<file path="config.mk">
export PLATFORM = sky130hd
export DESIGN_NAME = cfct_word_check
export DESIGN_NICKNAME = d
export VERILOG_FILES = /design/src/rtl/core/cfct_pkg.sv /design/src/rtl/core/cfct_word_check.sv
export SDC_FILE = /design/constraint.sdc
export NUM_CORES = 1
export LEC_CHECK = 0
export ABC_AREA = 1
export BUFFER_PORTS_ARGS = -buffer_cell sky130_fd_sc_hd__buf_2
export CELL_PAD_IN_SITES_DETAIL_PLACEMENT = 1
export CELL_PAD_IN_SITES_GLOBAL_PLACEMENT = 1
export CORE_ASPECT_RATIO = 2
export CORE_UTILIZATION = 21
export DETAILED_ROUTE_END_ITERATION = 8
export GPL_TIMING_DRIVEN = 0
export PLACE_DENSITY_LB_ADDON = 0.1
export RECOVER_POWER = 100
export SYNTH_ARGS = -nofsm -noshare
export SYNTH_HDL_FRONTEND = slang
export SYNTH_SLANG_ARGS = --single-unit
export TNS_END_PERCENT = 30
</file>
<file path="constraint.sdc">
create_clock -name vclk -period 2
set_input_delay 0.4 -clock vclk [all_inputs]
set_output_delay 0.4 -clock vclk [all_outputs]
set_load 0.1 [all_outputs]
</file>
<file path="src/rtl/core/cfct_pkg.sv">
// Shared types and fixed field widths for the CAN frame change tracker.
package cfct_pkg;

   localparam int FRAME_ID_W  = 29;
   localparam int TS_W        = 64;
   localparam int LEN_IN_W    = 7;
   localparam int WORD_NUM_W  = 3;
   localparam int PAYLOAD_W   = 64;
   localparam int DIR_W       = 8;
   localparam int ROW_W       = 20;
   localparam int CNT_W       = 21;
   localparam int REQ_DATA_W  = 168;
   localparam int RSP_DATA_W  = 88;
   localparam int BYTES_PER_WORD = 8;

   localparam logic [CNT_W-1:0] ROW_LIMIT = 21'h100000;

   localparam logic STATUS_ACCEPTED = 1'b0;
   localparam logic STATUS_FULL     = 1'b1;

   typedef struct packed {
      logic active;
      logic differs;
   } word_check_type;

endpackage

</file>
<file path="src/rtl/core/cfct_word_check.sv">
// Byte-masked compare of one payload word against its stored copy.
module cfct_word_check import cfct_pkg::*; #(
   parameter int MAX_PAYLOAD_BYTES = 64,
   localparam int LEN_W = $clog2(MAX_PAYLOAD_BYTES + 1)
) (
   input  logic [LEN_W-1:0]      len,
   input  logic [WORD_NUM_W-1:0] word,
   input  logic [PAYLOAD_W-1:0]  stored,
   input  logic [PAYLOAD_W-1:0]  fresh,
   output word_check_type        result
);

   logic [BYTES_PER_WORD-1:0] byte_en;
   logic [PAYLOAD_W-1:0]      bit_en;

   always_comb begin
      for (int b = 0; b < BYTES_PER_WORD; b++) begin
         byte_en[b] = {1'b0, word, 3'(b)} < 7'(len);
         bit_en[b*8 +: 8] = {8{byte_en[b]}};
      end
   end

   // A word is active when its first byte lies within the length.
   assign result.active  = byte_en[0];
   assign result.differs = |((stored ^ fresh) & bit_en);

endmodule

</file>
=== After elaboration in Yosys (flattened, before gate mapping) ===
Index checks and enable logic that the tools add are counted.
W data, S select, Z words.

* Word-level logic and storage cells: 11
* Output and inout port bits: 2
* Bits in registers: 0

* Reduce and logical (&&, ||, !) cells: 1
* Magnitude comparators: 8
* Bitwise logic cells: 2

{| class="wikitable"
|+ Operator list
! kind !! number
|-
| $and A64 B64 Y64 || 1
|-
| $reduce_or A64 Y1 || 1
|-
| $xor A64 B64 Y64 || 1
|-
| $lt A6 B7 Y1 || 8
|}

=== Longest topological paths before layout ===
Gate-level depths: netlist of run 1.

* Depth after elaboration: 3
* Gate-level depth with buffers: 11
* Mapped depth without buffers: 11

=== Worst setup path after synthesis of run 1 ===
Ideal clock, no wire load.

* Kind: in2out
* Start point: input len[4]
* End point: output result[0] in the netlist's numbering
* Data arrival time: 2.754 ns
* Buffers on the path: 0
* Data required time: 1.600 ns
* Slack: -1.154 ns
* Cell stages on the path: 11
* Path through: inv_1 -> ha_1 -> nand2_1 -> nand2_1 -> nand2_2 -> o21ai_2 -> nor2_2 -> nand2_1 -> nand2_1 -> nor2_1 -> nand2_1

{| class="wikitable"
|+ RTL lines
! item !! line !! text
|-
| start: declaration || cfct_word_check.sv:6 || <nowiki>input logic [LEN_W-1:0] len,</nowiki>
|-
| end: declaration || cfct_word_check.sv:10 || <nowiki>output word_check_type result</nowiki>
|}

==> results of run 1 <==
-- critical path, cell delays in order --
cell and delay [ps]:
buf_6 70, inv_4 30, ha_4 240, inv_2 30, nor2_4 130, nand3_4 150, nor2_2 110, nor2_1 50
nand2_1 80, nand2_2 70, nor2_2 150, nand2_4 60, buf_12 160
-- what timing repair did --
action,in CTS,in global routing
gates cloned,0,0
pin swaps,20,2
endpoints found under the setup margin,2,1
resized for setup,15,2
-- cell usage in the layout, fill, tap and decap left out, types with 2 or more instances in the layout --
master and instances:
xnor2_1 21, o21ai_0 2, buf_2 136, nor2_1 27, buf_6 2, ha_4 3
inv_1 95, nand2_1 181, nor2_4 4, a21oi_1 2, inv_4 2, nand2_2 5
nor2_2 4
-- cell type report --
class	instances	area, sq um	share of cell area (%)
multi-input combinational	254	1220	50.2
timing repair buffer	140	731	29.9
inverter	98	373	15.3
tap	90	113	4.62
-- per-stage QoR --
stage	utilization [%]	cell area (sq um)	setup WS, ps	power (uW)
final	35.2	2440	-146	427
after CTS	35.1	2430	-146	438
after detailed placement	34.3	2380	-364	428
after global routing	35.2	2440	-256	495
after floorplan	-	1570	-251	226
after global placement	34.3	2380	-333	409
-- power by group through the flow --
| stage | Sequential [uW] | Combinational (uW) | Clock (uW) |
|---|---|---|---|
| 2_1_floorplan | 0 | 226 | 0 |
| 3_3_place_gp | 0 | 409 | 0 |
| 3_5_place_dp | 0 | 428 | 0 |
| 4_1_cts | 0 | 438 | 0 |
| 5_1_grt | 0 | 495 | 0 |
| 6_report | 0 | 427 | 0 |
-- worst paths after layout --
check,from,to,slack [ps],cells past startpoint
setup / recovery,len[5],result[0],-150,13
hold / removal,stored[16],result[0],1440,10
-- routing by layer --
layer	global-route usage, %	wire [um]	up-vias
li1	-	-	1248
met1	10.4	1540	1015
met2	29.3	3110	71
met3	0.531	240	2
met4	0.556	27	0
met5	0	0	-
-- cell families (layout without fill, tap and decap cells) --
family	after synthesis	count (layout)	synth area share, %
and+or+nand+nor	224	224	58.1
AOI/OAI and AO/OA	5	5	1.91
buffers and inverters	98	238	24.5
xor gates and xnor gates	21	21	12.2
adders and majority gates	4	4	3.33
==> flow_summary.toml, run 1 <==
[final_layout]
fillers = 1070
insertedDiodeCount = 0
area.growth.synth_to_final_pct = 62.2
layout.nets = 636
drive_gt1_share_pct = 32.9
seq_area_sq_um = 0
fin_cells = 582
clockBufferCount = 0
seq_cells = 0

[pwr]
netSwitchingFraction_pct = 50.4
p_per_area_nw_per_um2 = 175
switchingPower_uw = 215
power_leakage_uw = 0.00174
p_int_uw = 212
p_seq_share_pct = 0
clkPwrFrac_pct = 0
ir_worst_vdd_uv = 45.6
pwr-share-comb_pct = 100.0

[outcome]
violations = "negative setup slack"
status = "finished with violations"

[timing]
worstMarginPinSlew_ps = 285
rsz0062_at_grt = "true"
final.period_utilization_pct = 107
timing.final.ws_setup_ps = -146
setup_viol = 1
tns_ps = -146
final_hold_viol_count = 0
slew_violations = 0
hold_slack_ps = 1440
fin_crit_ps = 2150
relSlewSlack_pct = 80.9
clock.fmax_ghz = 0.466

[floorplanning]
core_area_sq_um = 6940
io_pins = 140
die_h_um = 122
die_area_sq_um = 7520
start_util_pct = 21.7
die_width_um = 61.8
rows = 43

[critical_path]
worstSetupEndpointType = "primary output"
required_ps = 1600
critPathMaxFanout = 7
worstSetupStartpointType = "primary input"
worstPathArrival_ps = 1750
critPathKind = "in2out"

[synthesis]
ys_seq_area_share_pct = 0
ys_warn_count = 0
syn_area_per_cell_sq_um = 4.27
netlist_area_sq_um = 1500
synth_cells = 352
ys_types = 13
synth_area_leader_cell = "nand2_1"
synth_common_cells = "185 x nand2_1, 98 x inv_1, 32 x nor2_1"
synth.most_common_cell = "nand2_1"
synth_top_area_share_pct = 46.2
synthTopCellsByArea = "nand2_1 46%, inv_1 24%, xnor2_1 12%"
syn-num-nets = 494

[route]
wl_um = 4910
drc = 0
drt_iter0_drc = 22
drt-wirelength-per-cell_um = 8.44
vias_per_cell = 4.01
drt.antenna.violating_nets = 0
vias = 2336
first_pass_iters = 3

[clocking]
cts_setup_buffers = 0
cts_hold_repair.buffers = 0

[grt]
grt_overflow_total = 0
grt_pass1_wl_um = 7620
first_global_vias = 2205
grt_start_max_net_pins = 8
grt_use_total_pct = 12.5
grt_antenna_before_repair = 0

[placed_design]
place_hpwl_um = 4790
place_congestion = 0.688
placed_cells = 582
portBuffers = 140

[job]
maxCapViolCount = 0

[hold_path]
hold_path.class = "in2out"
Note: power is estimated with default switching activity, not from simulation.
==> inputs of run 2 (changes only) <==
--- a/config.mk
+++ b/config.mk
@@ -15,6 +15,8 @@
 export GPL_TIMING_DRIVEN = 0
 export PLACE_DENSITY_LB_ADDON = 0.1
 export RECOVER_POWER = 100
+export SETUP_SLACK_MARGIN = 0.05
+export SLEW_MARGIN = 0
 export SYNTH_ARGS = -nofsm -noshare
 export SYNTH_HDL_FRONTEND = slang
 export SYNTH_SLANG_ARGS = --single-unit
==> flow_summary.toml, run 2 (same netlist as run 1, synthesis figures left out) <==
[timing]
worstMarginPinSlew_ps = 285
setup_viol = 1
final_hold_viol_count = 0
final.period_utilization_pct = 107
rsz0062_at_grt = "true"
timing.final.ws_setup_ps = -145
fin_crit_ps = 2140
relSlewSlack_pct = 81.0
clock.fmax_ghz = 0.466
slew_violations = 0

[grt]
grt_use_total_pct = 12.5
grt_antenna_before_repair = 0
grt_pass1_wl_um = 7620
grt_start_max_net_pins = 8
first_global_vias = 2205
grt_overflow_total = 0

[placed_design]
place_congestion = 0.688
place_area_sq_um = 2380
place_hpwl_um = 4790
portBuffers = 140
dpl_worst_slack_ps = -364

[floorplanning]
core_area_sq_um = 6940
start_util_pct = 21.7
die_width_um = 61.8
die_h_um = 122
die_area_sq_um = 7520
rows = 43
io_pins = 140

[route]
drt-wirelength-per-cell_um = 8.46
drt_iter0_drc = 22
drt.antenna.violating_nets = 0
vias_per_cell = 4.02
wl_um = 4930
first_pass_iters = 3
vias = 2338
drc = 0

[outcome]
status = "finished with violations"
violations = "negative setup slack"

[final_layout]
seq_area_sq_um = 0
layout.nets = 636
fillers = 1072
stdcell_area_sq_um = 2440
most-common-layout-cells = "181 x nand2_1, 136 x buf_2, 95 x inv_1"
insertedDiodeCount = 0
layout_commonest_cell = "nand2_1"
area.growth.synth_to_final_pct = 62.5
drive_gt1_share_pct = 32.9
final_util_pct = 35.2
seq_cells = 0
clockBufferCount = 0

[pwr]
ir_worst_vdd_uv = 45.6
power_leakage_uw = 0.00174
p_per_area_nw_per_um2 = 175

[job]
maxCapViolCount = 0

[critical_path]
required_ps = 1600
critPathKind = "in2out"
worstSetupStartpointType = "primary input"
worstSetupEndpointType = "primary output"
critPathMaxFanout = 7
worstPathArrival_ps = 1740

[hold_path]
hold_path.class = "in2out"

[clocking]
cts_hold_repair.buffers = 0
run 2: cell counts in the layout (fill, tap and decap cells not counted):
No cell type changed its count.
run 2: cell type report:
cell class	instances	area, sq um	share of cell area, %
inverter	98	373	15.3
multi-input combinational	254	1220	50.1
timing repair buffer	140	734	30.1
tap	90	113	4.61
run 2: routing by layer:
metal | part of all wire, % | wire (um) | vias up | GRT usage, %
met5 | 0 | 0 | - | 0
met3 | 4.8 | 238 | 2 | 0.531
met2 | 63 | 3110 | 71 | 29.3
met1 | 31 | 1550 | 1017 | 10.4
met4 | 0.55 | 27 | 0 | 0.556
li1 | - | - | 1248 | -
run 2: power breakdown:
part	switching, uW	leakage (uW)	total [uW]	internal, uW
combinational	216	0.00174	429	213
clock	0	0	0	0
sequential	0	0	0	0
total	216	0.00174	429	213
run 2: path summary, 6_finish.rpt:
path    from        end  slack (ps)  depth (start not counted)
min   len[6]  result[1]        1400                          4
max   len[5]  result[0]        -140                         13
run 2: per-stage QoR:
step / total power [uW] / hold slack (ps) / cells / setup TNS (ps)
floorplan: 226 / 1120 / 352 / -251
global placement: 409 / 1530 / 582 / -333
detailed placement: 428 / 1540 / 582 / -399
CTS: 438 / 1460 / 582 / -146
global route: 496 / 1450 / 582 / -256
finish: 429 / 1400 / 582 / -145
run 2: critical path, cell delays in order:
cell     delay [ps]
buf_6            70
inv_4            30
ha_4            240
inv_2            30
nor2_4          130
nand3_4         150
nor2_2          110
nor2_1           50
nand2_1          80
nand2_2          70
nor2_2          140
nand2_4          60
buf_12          160
run 2: what timing repair did:
action                     in CTS  in global routing
buffers inserted                0                  0
setup endpoints to repair       2                  2
resized for setup              15                  3
pin swaps                      20                  2
==> inputs of run 3 (changes only) <==
--- a/config.mk
+++ b/config.mk
@@ -5,14 +5,12 @@
 export SDC_FILE = /design/constraint.sdc
 export NUM_CORES = 1
 export LEC_CHECK = 0
-export ABC_AREA = 1
 export BUFFER_PORTS_ARGS = -buffer_cell sky130_fd_sc_hd__buf_2
 export CELL_PAD_IN_SITES_DETAIL_PLACEMENT = 1
 export CELL_PAD_IN_SITES_GLOBAL_PLACEMENT = 1
 export CORE_ASPECT_RATIO = 2
-export CORE_UTILIZATION = 21
+export CORE_UTILIZATION = 18
 export DETAILED_ROUTE_END_ITERATION = 8
-export GPL_TIMING_DRIVEN = 0
 export PLACE_DENSITY_LB_ADDON = 0.1
 export RECOVER_POWER = 100
 export SETUP_SLACK_MARGIN = 0.05
==> flow_summary.toml, run 3 <==
[timing]
setup_viol = 2
worstMarginPinSlew_ps = 380
final_hold_viol_count = 0
slew_violations = 0
fin_crit_ps = 2370
relSlewSlack_pct = 74.6
timing.final.ws_setup_ps = -374
clock.fmax_ghz = 0.421
final.period_utilization_pct = 119
rsz0062_at_grt = "true"

[final_layout]
seq_cells = 0
seq_area_sq_um = 0
clockBufferCount = 0
layout.nets = 406
drive_gt1_share_pct = 61.1
fin_cells = 319
final_util_pct = 38.5
insertedDiodeCount = 0
layout_commonest_cell = "buf_2"
most-common-layout-cells = "132 x buf_2, 64 x xnor2_1, 16 x nand4_1"
area.growth.synth_to_final_pct = 104
fillers = 664

[synthesis]
synth_common_cells = "64 x xnor2_1, 16 x nand4_1, 5 x inv_1"
synth.most_common_cell = "xnor2_1"
syn-num-nets = 257
ys_warn_count = 0
synth_cells = 115
netlist_area_sq_um = 916
synth_area_leader_cell = "xnor2_1"
synth_top_area_share_pct = 61.2
ys_seq_area_share_pct = 0
synthTopCellsByArea = "xnor2_1 61%, nand4_1 11%, ha_1 5.5%"
ys_types = 22
syn_area_per_cell_sq_um = 7.96

[placed_design]
place_congestion = 0.704
portBuffers = 140
place_hpwl_um = 3690
placed_cells = 319
dpl_worst_slack_ps = -530

[pwr]
power_leakage_uw = 0.000871
p_per_area_nw_per_um2 = 203
ir_worst_vdd_uv = 104

[critical_path]
worst_path_largest_cell_delay_ps = 410
cp_slowest_cell = "or3_4"
critPathKind = "in2out"
path_buf_inv = 3
required_ps = 1600
worstPathArrival_ps = 1970
crit_family = "simple AND/OR/NAND/NOR gates"
crit_cells = 9
critPathMaxFanout = 3
cp_cell_sequence = "buf_6 -> inv_4 -> ha_4 -> nand4b_4 -> or2_4 -> o21ai_1 -> a41oi_1 -> or3_4 -> buf_12"
worstSetupStartpointType = "primary input"
worstSetupEndpointType = "primary output"

[route]
drt.antenna.violating_nets = 0
drc = 0
drt_iter0_drc = 6
first_pass_iters = 2
drt-wirelength-per-cell_um = 11.9
vias = 1420
vias_per_cell = 4.45
wl_um = 3790

[floorplanning]
start_util_pct = 18.8
die_area_sq_um = 5400
die_width_um = 52.4
core_area_sq_um = 4860
io_pins = 140
rows = 36
die_h_um = 103

[clocking]
cts_setup_buffers = 0
cts_resized = 13
cts_hold_repair.buffers = 0

[grt]
grt_overflow_total = 0
grt_pass1_wl_um = 5540
grt_antenna_before_repair = 0
grt_use_total_pct = 13.0
grt_start_max_net_pins = 7
first_global_vias = 1470

[hold_path]
worstHoldPathCells = 5
hold_path.class = "in2out"

[job]
maxCapViolCount = 0

[outcome]
violations = "negative setup slack"
status = "finished with violations"
-- run 3: cell types whose count changed after synthesis, sizes merged, moves of 2 or more --
cell / delta
nand3: -2
nor2: -31
o22ai: +3
nand2: -187
nor4: +2
nand4: +16
xnor2: +43
nor3: +2
inv: -93
-- run 3: final timing paths --
kind	start	slack, ps	end
worst max-delay path	len[5]	-370	result[0]
worst min-delay path	len[6]	1360	result[1]
-- run 3: report_power, final --
group | internal (uW) | leakage, uW | switching [uW] | total [uW]
clock network | 0 | 0 | 0 | 0
logic | 232 | 0.000871 | 147 | 379
registers | 0 | 0 | 0 | 0
total | 232 | 0.000871 | 147 | 379
-- run 3: worst min-delay path, cell delays in order --
cell    delay (ps)
buf_2           90
buf_4          100
nor2_2          60
nor2_4         120
buf_12         180
-- run 3: stage by stage --
step / hold WS (ps) / cell area (sq um) / TNS, ps / power, uW
finish: 1360 / 1870 / -410 / 379
global route: 1390 / 1870 / -609 / 419
CTS: 1370 / 1860 / -434 / 386
detailed placement: 1400 / 1800 / -668 / 369
global placement: 1390 / 1800 / -595 / 364
floorplan: 1160 / 941 / -379 / 172
-- run 3: cell families (layout without fill, tap and decap cells) --
group           Yosys count  in the layout  share of synthesized area, %
compound gates           12             12                          8.74
fa+ha+maj                 4              4                          5.46
xor+xnor                 64             64                          61.2
buf+inv                   5            152                          2.05
simple gates             30             30                          22.5
-- run 3: metal layers --
layer / share of wire [%] / global-route usage (%) / vias up / wire length, um
li1: - / - / 700 / -
met1: 24 / 9.40 / 643 / 901
met2: 68 / 32.4 / 77 / 2570
met3: 8.4 / 1.18 / 0 / 319
met4: 0 / 0 / 0 / 0
met5: 0 / 0 / - / 0
-- run 3: cell type report --
type	count	area (sq um)	area share, %
inverter	5	21.3	1.14
multi-input combinational	110	957	51.2
tap	57	71.3	3.81
timing repair buffer	147	821	43.9
